===== src/design/jet_pkg.sv =====
// ----------------------------------------------------------------------------
// jet_pkg
// Shared types, constants and helpers for the Julia escape-time pixel block.
// ----------------------------------------------------------------------------
package jet_pkg;

  // Default geometry and iteration limit
  localparam int DEF_WIDTH          = 1024;
  localparam int DEF_HEIGHT         = 1024;
  localparam int DEF_MAX_ITERATIONS = 256;

  // Pixel and result field widths
  localparam int PIX_W   = 10;
  localparam int LEVEL_W = 9;
  localparam int CFG_IDX_W = 3;
  localparam int CFG_DATA_W = 32;

  // Color level moduli
  localparam logic [LEVEL_W-1:0] RED_MOD = 9'd300;
  localparam logic [LEVEL_W-1:0] GB_MOD  = 9'd270;

  // Q4.28 arithmetic
  localparam int FRAC_BITS = 28;
  // 4.0 in Q8.56
  localparam logic [63:0] ESC_LIMIT = 64'h0400_0000_0000_0000;
  localparam logic signed [63:0] SAT_MAX = 64'sh0000_0000_7fff_ffff;
  localparam logic signed [63:0] SAT_MIN = 64'shffff_ffff_8000_0000;

  // Register reset values
  localparam logic [30:0] STEP_RE_RST = 31'd786432;
  localparam logic [30:0] STEP_IM_RST = 31'd524288;

  typedef enum logic [CFG_IDX_W-1:0] {
    REG_CONST_RE  = 3'd0,
    REG_CONST_IM  = 3'd1,
    REG_OFFSET_RE = 3'd2,
    REG_OFFSET_IM = 3'd3,
    REG_STEP_RE   = 3'd4,
    REG_STEP_IM   = 3'd5
  } reg_idx_t;

  typedef struct packed {
    logic [PIX_W-1:0] pixel_x;
    logic [PIX_W-1:0] pixel_y;
  } in_word_t;

  typedef struct packed {
    logic [PIX_W-1:0]   out_x;
    logic [PIX_W-1:0]   out_y;
    logic [LEVEL_W-1:0] iterations;
    logic [LEVEL_W-1:0] red_level;
    logic [LEVEL_W-1:0] green_blue_level;
  } out_word_t;

  // Controller to datapath
  typedef struct packed {
    logic load_pix;
    logic scale;
    logic start;
    logic mul;
    logic upd;
    logic load_out;
  } dp_cmd_t;

  // Datapath to controller
  typedef struct packed {
    logic escaped;
    logic at_limit;
  } dp_stat_t;

  // Clamp to the signed 32-bit range
  function automatic logic signed [31:0] sat32(input logic signed [63:0] v);
    logic signed [31:0] r;
    if (v > SAT_MAX) begin
      r = 32'sh7fff_ffff;
    end else if (v < SAT_MIN) begin
      r = 32'sh8000_0000;
    end else begin
      r = $signed(v[31:0]);
    end
    return r;
  endfunction

endpackage


===== src/design/jet_ctrl.sv =====
// ----------------------------------------------------------------------------
// jet_ctrl
// Sequencer: accepts a pixel, steps the datapath through scaling, start point
// and the multiply/update loop, and hands the result to the output register.
// ----------------------------------------------------------------------------
module jet_ctrl (
  input  logic               clk,
  input  logic               rst_n,
  input  logic               in_valid,
  output logic               in_stall,
  output logic               out_valid,
  input  logic               out_stall,
  input  jet_pkg::dp_stat_t  stat,
  output jet_pkg::dp_cmd_t   cmd
);

  typedef enum logic [5:0] {
    ST_IDLE  = 6'b000001,
    ST_SCALE = 6'b000010,
    ST_START = 6'b000100,
    ST_MUL   = 6'b001000,
    ST_UPD   = 6'b010000,
    ST_HOLD  = 6'b100000
  } state_t;

  state_t state_r, state_nxt;
  logic   out_valid_r, out_valid_nxt;
  logic   out_free;

  assign out_free  = !out_valid_r || !out_stall;
  assign in_stall  = (state_r != ST_IDLE);
  assign out_valid = out_valid_r;

  always_comb begin
    state_nxt = state_r;
    cmd       = '0;
    case (state_r)
      ST_IDLE: begin
        if (in_valid) begin
          cmd.load_pix = 1'b1;
          state_nxt    = ST_SCALE;
        end
      end
      ST_SCALE: begin
        cmd.scale = 1'b1;
        state_nxt = ST_START;
      end
      ST_START: begin
        cmd.start = 1'b1;
        state_nxt = ST_MUL;
      end
      ST_MUL: begin
        cmd.mul   = 1'b1;
        state_nxt = ST_UPD;
      end
      ST_UPD: begin
        if (!stat.escaped && !stat.at_limit) begin
          cmd.upd   = 1'b1;
          state_nxt = ST_MUL;
        end else if (out_free) begin
          cmd.load_out = 1'b1;
          state_nxt    = ST_IDLE;
        end else begin
          state_nxt = ST_HOLD;
        end
      end
      ST_HOLD: begin
        // wait for the output register to drain
        if (out_free) begin
          cmd.load_out = 1'b1;
          state_nxt    = ST_IDLE;
        end
      end
      default: begin
        state_nxt = ST_IDLE;
      end
    endcase
  end

  always_comb begin
    out_valid_nxt = out_valid_r;
    if (cmd.load_out) begin
      out_valid_nxt = 1'b1;
    end else if (out_valid_r && !out_stall) begin
      out_valid_nxt = 1'b0;
    end
  end

  always_ff @(posedge clk) begin
    if (!rst_n) begin
      state_r     <= ST_IDLE;
      out_valid_r <= 1'b0;
    end else begin
      state_r     <= state_nxt;
      out_valid_r <= out_valid_nxt;
    end
  end

endmodule


===== config.mk =====
export PLATFORM = sky130hd
export DESIGN_NAME = jet_ctrl
export DESIGN_NICKNAME = d
export VERILOG_FILES = /design/src/design/jet_pkg.sv /design/src/design/jet_ctrl.sv
export SDC_FILE = /design/constraint.sdc
export NUM_CORES = 1
export LEC_CHECK = 0
export BUFFER_PORTS_ARGS = -buffer_cell sky130_fd_sc_hd__buf_4
export CAP_MARGIN = 0
export CORE_AREA = 8 8 45 47
export CTS_BUF_LIST = sky130_fd_sc_hd__clkbuf_8
export CTS_CLUSTER_DIAMETER = 150
export DETAILED_ROUTE_END_ITERATION = 16
export DIE_AREA = 0 0 53 55
export GPL_TIMING_DRIVEN = 0
export PLACE_DENSITY = 0.64
export SETUP_SLACK_MARGIN = 0.02
export SKIP_LAST_GASP = 1
export SYNTH_ARGS = -nofsm -noshare
export SYNTH_HDL_FRONTEND = slang
export SYNTH_SLANG_ARGS = --single-unit

===== constraint.sdc =====
create_clock -name clk -period 2.27 [get_ports clk]
set_input_delay 0 -clock clk [delete_from_list [all_inputs] [get_ports clk]]
set_output_delay 0 -clock clk [all_outputs]
set_load 0.01 [all_outputs]

==> results of run 1 <==
-- cell type report --
cell class	instances	area [um^2]
tap	16	20.0
buffer	1	7.51
inverter	1	3.75
sequential	7	140
fill	139	815
multi-input combinational	34	255
timing repair buffer	13	97.6
clock inverter	1	3.75
clock buffer	3	41.3
-- path summary, 6_finish.rpt --
| path | from | endpoint | depth (start not counted) |
|---|---|---|---|
| min | rst_n | state_r[1] | 2 |
| max | state_r[2] | cmd[0] | 6 |
| min reg2reg | out_valid | state_r[5] | 2 |
| max reg2reg | state_r[1] | state_r[4] | 4 |
-- metrics by stage --
step / area (um^2) / setup WS, ns
finish: 569 / 0.589
global route: 569 / 0.453
CTS: 569 / 0.575
detailed placement: 524 / 0.830
global placement: 524 / 0.822
floorplan: 407 / 0.994
-- cells in the mapped netlist (2+ instances only) --
cell type,count,area (um^2)
sky130_fd_sc_hd__and3b_1,3,26.3
sky130_fd_sc_hd__nand2_1,3,11.3
sky130_fd_sc_hd__dfxtp_1,7,140
sky130_fd_sc_hd__nor2_1,6,22.5
sky130_fd_sc_hd__and3_1,2,12.5
sky130_fd_sc_hd__nor3b_1,2,15.0
-- per-layer routing --
layer  share of wire (%)  vias to the layer above  global-route usage [%]
met4                 4.2                        0                    9.91
li1                    -                      193                       -
met5                   0                        -                       0
met3                 2.9                        4                    1.87
met1                  37                      193                    7.75
met2                  55                        9                    12.5
-- power breakdown --
part           leakage, nW  switching (mW)  total (mW)  internal (mW)
clock network       0.0269          0.0563       0.173          0.117
logic                0.185          0.0225      0.0536         0.0311
registers           0.0569         0.00778       0.135          0.127
total                0.268          0.0866       0.362          0.276
-- cell families (layout without fill, tap and decap cells) --
logic type      Yosys count  count (layout)  synth area share [%]
mux                       1               1                  2.46
compound gates            9               9                  17.2
buf+inv                   2              19                  2.77
simple gates             23              23                  40.9
xor+xnor                  1               1                  2.15
flops                     7               7                  34.5
-- sequential cells by signal (all words and copies together) (netlist names) --
| name | cells |
|---|---|
| out_valid | 1 |
| state_r | 6 |
==> flow_summary.html, run 1 <==
<table>
<tr><th>Metric</th><th>Value</th></tr>
<tr><th colspan="2">Routing</th></tr>
<tr><td>DRC violation count after routing</td><td>0</td></tr>
<tr><td>Via Count</td><td>399</td></tr>
<tr><td>WL final</td><td>about 1.0 mm</td></tr>
<tr><td>Number of violations reported at the end of detailed-routing iteration 0</td><td>18</td></tr>
<tr><td>Count of nets left with antenna violations after detail routing</td><td>0</td></tr>
<tr><td>Iteration count of the initial detailed-routing pass</td><td>4</td></tr>
<tr><td>Average via count per standard cell</td><td>~5.3</td></tr>
<tr><td>Routed wire length per instance</td><td>about 13 um</td></tr>
<tr><th colspan="2">Timing</th></tr>
<tr><td>Max frequency</td><td>between 500 and 600 MHz</td></tr>
<tr><td>Transition time at the pin with the least slew margin</td><td>0.330 ns</td></tr>
<tr><td>Share of the clock period used by the worst path</td><td>about three quarters</td></tr>
<tr><td>Final-report hold violation count</td><td>0</td></tr>
<tr><td>RSZ-0062 raised after global routing</td><td>false</td></tr>
<tr><td>Setup violation total in the final timing report</td><td>0</td></tr>
<tr><td>Post-Route Setup TNS</td><td>0 ns</td></tr>
<tr><td>Post-Route Skew</td><td>~0.0033 ns</td></tr>
<tr><td>Hold Slack</td><td>approximately 0.0032 ns</td></tr>
<tr><td>Count of final max-slew check failures</td><td>0</td></tr>
<tr><td>Rel. slew slack</td><td>77.7%</td></tr>
<tr><td>Final worst path period need</td><td>approximately 1.7 ns</td></tr>
<tr><th colspan="2">Critical path</th></tr>
<tr><td>Slowest stage cell on the critical path</td><td>sky130_fd_sc_hd__dfxtp_1</td></tr>
<tr><td>Number of buffers and inverters on the critical path</td><td>2</td></tr>
<tr><td>Critical path startpoint category</td><td>register</td></tr>
<tr><td>Largest incremental delay on the critical path</td><td>0.48 ns</td></tr>
<tr><td>Most common cell on crit path</td><td>sky130_fd_sc_hd__buf_4</td></tr>
<tr><td>Critical Path End Type</td><td>output port</td></tr>
<tr><td>Arr. time, crit path</td><td>1.68 ns</td></tr>
<tr><td>Crit-path cells</td><td>nor2_1, and3b_1, a31oi_1, a21oi_1, buf_4, buf_4</td></tr>
<tr><td>Data required time at the worst endpoint</td><td>approximately 2.3 ns</td></tr>
<tr><td>Register-to-register setup slack</td><td>0.86 ns</td></tr>
<tr><td>Crit Path Category</td><td>reg -&gt; out</td></tr>
<tr><td>Crit Path Max Fanout</td><td>7</td></tr>
<tr><td>Largest delay contributor family on the critical path</td><td>flip-flops</td></tr>
<tr><th colspan="2">Global routing</th></tr>
<tr><td>Pin count of the biggest net entering global routing</td><td>8</td></tr>
<tr><td>Total routing resource utilization after global routing</td><td>7.92%</td></tr>
<tr><td>Via count of the first global-routing pass</td><td>369</td></tr>
<tr><td>Wire length of the first global-routing pass</td><td>1.65 mm</td></tr>
<tr><td>Overflow left after global routing</td><td>0</td></tr>
<tr><td>Antenna violations before repair</td><td>0</td></tr>
<tr><th colspan="2">Pwr</th></tr>
<tr><td>Total power</td><td>0.362 mW</td></tr>
<tr><td>Areal power density over the cells</td><td>about 640 nW/um^2</td></tr>
<tr><td>Largest voltage drop on the vdd net</td><td>456 uV</td></tr>
<tr><td>Leak</td><td>~0.27 nW</td></tr>
<tr><th colspan="2">Placed design</th></tr>
<tr><td>Placed cells</td><td>72</td></tr>
<tr><td>IO Port Bufs</td><td>13</td></tr>
<tr><td>Estimated wirelength of the detail-placed design</td><td>816 um</td></tr>
<tr><td>Gpl congestion</td><td>roughly 0.79</td></tr>
<tr><th colspan="2">Logic synthesis</th></tr>
<tr><td>Post-synthesis sequential element count</td><td>7</td></tr>
<tr><td>Synth Cell Area</td><td>407 um^2</td></tr>
<tr><td>Syn_nets</td><td>49</td></tr>
<tr><td>Yosys Warn Count</td><td>0</td></tr>
<tr><td>Number of unique standard cell types used by synthesis</td><td>26</td></tr>
<tr><td>Fraction of registers with async set or reset after synthesis</td><td>0%</td></tr>
<tr><td>Seq/Total Area, Yosys</td><td>34.5%</td></tr>
<tr><td>Gate Count Post-Synth</td><td>43</td></tr>
<tr><td>Dominant synthesized flop cell</td><td>sky130_fd_sc_hd__dfxtp_1</td></tr>
<tr><td>Number of synthesized flops with an enable pin</td><td>0</td></tr>
<tr><td>Mean instance size in the synthesized netlist</td><td>9.46 um^2</td></tr>
<tr><th colspan="2">Clock network</th></tr>
<tr><td>Count of hold buffers inserted by post-cts repair</td><td>0</td></tr>
<tr><td>Number of buffers on the longest clock path</td><td>2</td></tr>
<tr><td>Total CTS buffers</td><td>3</td></tr>
<tr><td>Latest clock arrival within the worst-skew pair</td><td>0.23 ns</td></tr>
<tr><td>TritonCTS clock tree</td><td>yes</td></tr>
<tr><td>Post-cts repair resize count</td><td>0</td></tr>
<tr><td>Clock Sink Count</td><td>7</td></tr>
<tr><td>Count of buffers added by post-CTS timing repair for setup</td><td>0</td></tr>
<tr><td>Clock H-tree levels</td><td>1</td></tr>
<tr><td>Root Driver</td><td>sky130_fd_sc_hd__clkbuf_8</td></tr>
<tr><td>Clk slew on worst S/H paths</td><td>roughly 0.040 ns</td></tr>
<tr><th colspan="2">Status</th></tr>
<tr><td>Status</td><td>completed</td></tr>
<tr><th colspan="2">Worst hold path</th></tr>
<tr><td>Worst min-delay path category</td><td>in -&gt; reg</td></tr>
<tr><th colspan="2">Floorplanning</th></tr>
<tr><td>Full die area</td><td>2920 um^2</td></tr>
<tr><td># rows</td><td>14</td></tr>
<tr><td>Die Y-Extent</td><td>55 um</td></tr>
<tr><td>Core Box Area</td><td>1380 um^2</td></tr>
<tr><td>Initial standard-cell utilization of the core</td><td>29.4%</td></tr>
<tr><td>Top-Level Pins</td><td>14</td></tr>
<tr><td>DIE WIDTH</td><td>53 um</td></tr>
<tr><th colspan="2">Final layout</th></tr>
<tr><td>Antenna Cells</td><td>0</td></tr>
<tr><td>Most common library cell in the layout ignoring fill and taps</td><td>sky130_fd_sc_hd__buf_4</td></tr>
<tr><td>Area growth syn-to-layout</td><td>40.0%</td></tr>
<tr><td>Most frequent cells in the layout</td><td>sky130_fd_sc_hd__buf_4 (14), sky130_fd_sc_hd__dfxtp_1 (7), sky130_fd_sc_hd__nor2_1 (6)</td></tr>
<tr><td>Final Instance Count excl. Fillers</td><td>76</td></tr>
<tr><td>Final Net Count</td><td>between 60 and 70</td></tr>
<tr><td>Final design utilization</td><td>41.1%</td></tr>
<tr><td>Fraction of layout instances using a drive strength above 1</td><td>36.7%</td></tr>
<tr><th colspan="2">Job</th></tr>
<tr><td>Total of max-cap violations</td><td>0</td></tr>
</table>
Note: power is estimated with default switching activity, not from simulation.
==> run 2, diff against run 1 <==
clock period = 1.6 ns   (was 2.27 ns; I/O delays follow)
==> run 2 against run 1 <==
Net effect: cell count rose by 2.6%; design area increased by 11%; sequential power rose by 42%; clock skew shrank 0.0015 ns; sequential share of layout area increased by 0.29 points; worst hold slack gained 0.0023 ns; global-route usage increased by 0.49 points; clock power is 41% higher.
==> flow_summary.html, run 2 (synthesis gave the netlist of run 1 again) <==
<table>
<tr><th>Metric</th><th>Value</th></tr>
<tr><th colspan="2">Timing</th></tr>
<tr><td>Max frequency</td><td>between 600 and 700 MHz</td></tr>
<tr><td>Post-Route Skew</td><td>~0.0018 ns</td></tr>
<tr><td>Rel. slew slack</td><td>between 70 and 80%</td></tr>
<tr><td>Setup violation total in the final timing report</td><td>0</td></tr>
<tr><td>Final worst path period need</td><td>1.47 ns</td></tr>
<tr><td>Count of final max-slew check failures</td><td>0</td></tr>
<tr><td>Post-Route Setup TNS</td><td>0 ns</td></tr>
<tr><td>Share of the clock period used by the worst path</td><td>just over 90%</td></tr>
<tr><td>Hold Slack</td><td>0.00545 ns</td></tr>
<tr><td>RSZ-0062 raised after global routing</td><td>false</td></tr>
<tr><td>Transition time at the pin with the least slew margin</td><td>0.333 ns</td></tr>
<tr><td>Final-report hold violation count</td><td>0</td></tr>
<tr><th colspan="2">Critical path</th></tr>
<tr><td>Crit Path Max Fanout</td><td>7</td></tr>
<tr><td>Data required time at the worst endpoint</td><td>roughly 1.6 ns</td></tr>
<tr><td>Arr. time, crit path</td><td>1.47 ns</td></tr>
<tr><td>Critical Path End Type</td><td>output port</td></tr>
<tr><td>RR Startpoint</td><td>state_r[1]</td></tr>
<tr><td>Crit Path Category</td><td>reg -&gt; out</td></tr>
<tr><td>Critical path startpoint category</td><td>register</td></tr>
<tr><td>Worst Setup SP</td><td>state_r[1]</td></tr>
<tr><th colspan="2">Routing</th></tr>
<tr><td>Via Count</td><td>407</td></tr>
<tr><td>Iteration count of the initial detailed-routing pass</td><td>2</td></tr>
<tr><td>Routed wire length per instance</td><td>14.4 um</td></tr>
<tr><td>WL final</td><td>1.12 mm</td></tr>
<tr><td>Count of nets left with antenna violations after detail routing</td><td>0</td></tr>
<tr><td>Number of violations reported at the end of detailed-routing iteration 0</td><td>9</td></tr>
<tr><td>Average via count per standard cell</td><td>5.22</td></tr>
<tr><td>DRC violation count after routing</td><td>0</td></tr>
<tr><th colspan="2">Global routing</th></tr>
<tr><td>Antenna violations before repair</td><td>0</td></tr>
<tr><td>Wire length of the first global-routing pass</td><td>1.75 mm</td></tr>
<tr><td>Overflow left after global routing</td><td>0</td></tr>
<tr><td>Pin count of the biggest net entering global routing</td><td>8</td></tr>
<tr><td>Via count of the first global-routing pass</td><td>390</td></tr>
<tr><td>Total routing resource utilization after global routing</td><td>8.42%</td></tr>
<tr><th colspan="2">Clock network</th></tr>
<tr><td>Number of buffers on the longest clock path</td><td>2</td></tr>
<tr><td>Latest clock arrival within the worst-skew pair</td><td>around 0.23 ns</td></tr>
<tr><td>Clock Sink Count</td><td>7</td></tr>
<tr><td>Total CTS buffers</td><td>3</td></tr>
<tr><td>Clk slew on worst S/H paths</td><td>0.04 ns</td></tr>
<tr><td>Root Driver</td><td>sky130_fd_sc_hd__clkbuf_8</td></tr>
<tr><td>TritonCTS clock tree</td><td>yes</td></tr>
<tr><td>Clock H-tree levels</td><td>1</td></tr>
<tr><th colspan="2">Final layout</th></tr>
<tr><td>Count of fill cells added during filler insertion</td><td>130</td></tr>
<tr><td>Antenna Cells</td><td>0</td></tr>
<tr><td>Register containing the most flip-flops in the final layout</td><td>state_r</td></tr>
<tr><td>Fraction of layout instances using a drive strength above 1</td><td>53.2%</td></tr>
<tr><td>Most common library cell in the layout ignoring fill and taps</td><td>sky130_fd_sc_hd__buf_4</td></tr>
<tr><td>Number of flip-flops in the largest register</td><td>6</td></tr>
<tr><td>Area growth syn-to-layout</td><td>55.7%</td></tr>
<tr><td>Final cell area excluding filler cells</td><td>633 um^2</td></tr>
<tr><td>Final Net Count</td><td>69</td></tr>
<tr><td>Most frequent cells in the layout</td><td>sky130_fd_sc_hd__buf_4 (16), sky130_fd_sc_hd__nor2_1 (6), sky130_fd_sc_hd__dfxtp_4 (4), sky130_fd_sc_hd__nand2_1 (3), sky130_fd_sc_hd__clkbuf_8 (3)</td></tr>
<tr><th colspan="2">Placed design</th></tr>
<tr><td>Dpl cell area</td><td>~520 um^2</td></tr>
<tr><td>Estimated wirelength of the detail-placed design</td><td>roughly 800 um</td></tr>
<tr><td>Gpl congestion</td><td>0.786</td></tr>
<tr><td>IO Port Bufs</td><td>13</td></tr>
<tr><th colspan="2">Pwr</th></tr>
<tr><td>Leak</td><td>0.282 nW</td></tr>
<tr><td>Largest voltage drop on the vdd net</td><td>641 uV</td></tr>
<tr><td>Areal power density over the cells</td><td>834 nW/um^2</td></tr>
<tr><th colspan="2">Floorplanning</th></tr>
<tr><td>Die Y-Extent</td><td>55 um</td></tr>
<tr><td>Top-Level Pins</td><td>14</td></tr>
<tr><td>Core Box Area</td><td>1380 um^2</td></tr>
<tr><td>Initial standard-cell utilization of the core</td><td>between 20% and 30%</td></tr>
<tr><td>Full die area</td><td>2920 um^2</td></tr>
<tr><td># rows</td><td>14</td></tr>
<tr><td>DIE WIDTH</td><td>53 um</td></tr>
<tr><th colspan="2">Worst hold path</th></tr>
<tr><td>Worst min-delay path category</td><td>in -&gt; reg</td></tr>
<tr><td>Worst hold start</td><td>rst_n</td></tr>
<tr><th colspan="2">Job</th></tr>
<tr><td>Total of max-cap violations</td><td>0</td></tr>
<tr><th colspan="2">Status</th></tr>
<tr><td>Status</td><td>completed</td></tr>
</table>
==> run 2: final cells by class <==
| class | instances | area [um^2] | share of cell area [%] |
|---|---|---|---|
| clock inverters | 1 | 3.75 | 0.593 |
| multi-input cells | 34 | 287 | 45.3 |
| well taps | 16 | 20.0 | 3.16 |
| inverters | 1 | 3.75 | 0.593 |
| clock buffers | 3 | 41.3 | 6.52 |
| repair buffers | 16 | 120 | 19.0 |
| flip-flops and latches | 7 | 158 | 24.9 |
==> run 2: path summary, 6_finish.rpt <==
path	endpoint	slack [ns]	depth (start not counted)
hold / removal	state_r[1]	0.005	2
setup / recovery	cmd[0]	0.13	5
hold reg to reg	state_r[5]	0.60	2
setup reg to reg	state_r[4]	0.24	4
==> run 2: critical path, stage by stage, from the launching register on <==
cell	delay [ns]
sky130_fd_sc_hd__dfxtp_4	0.38
sky130_fd_sc_hd__nor4b_4	0.27
sky130_fd_sc_hd__and3b_2	0.24
sky130_fd_sc_hd__a31oi_2	0.06
sky130_fd_sc_hd__a21oi_1	0.16
sky130_fd_sc_hd__buf_4	0.14
==> run 2: routing by layer <==
layer	global-route usage [%]	up-vias	share of wire [%]
met2	14.3	9	57
met4	9.48	0	3.8
li1	-	200	-
met1	7.90	194	36
met5	0	-	0
met3	1.87	4	2.4
==> run 2: power breakdown <==
part / internal [mW] / leakage [nW] / switching [mW] / total, mW
Sequential: 0.178 / 0.0603 / 0.0138 / 0.192
Clock: 0.166 / 0.0269 / 0.0777 / 0.244
Combinational: 0.0546 / 0.195 / 0.0376 / 0.0923
==> run 2: timing repair <==
item / CTS / global route
resized for setup: 6 / 9
buffers inserted: 0 / 3
setup endpoints to repair: 1 / 1
pin swaps: 2 / 2
hold buffers: 0 / 0
endpoints found under the hold margin: 0 / 0
==> run 2: stage by stage <==
stage          std cells  worst slack, ns  power (mW)  util, %
2_1_floorplan         43            0.324       0.238        -
3_3_place_gp          72            0.152       0.269     37.9
3_5_place_dp          72            0.160       0.271     37.9
4_1_cts               76           0.0286       0.520     42.4
5_1_grt               78           0.0218       0.554     45.8
6_report              78            0.127       0.528     45.8
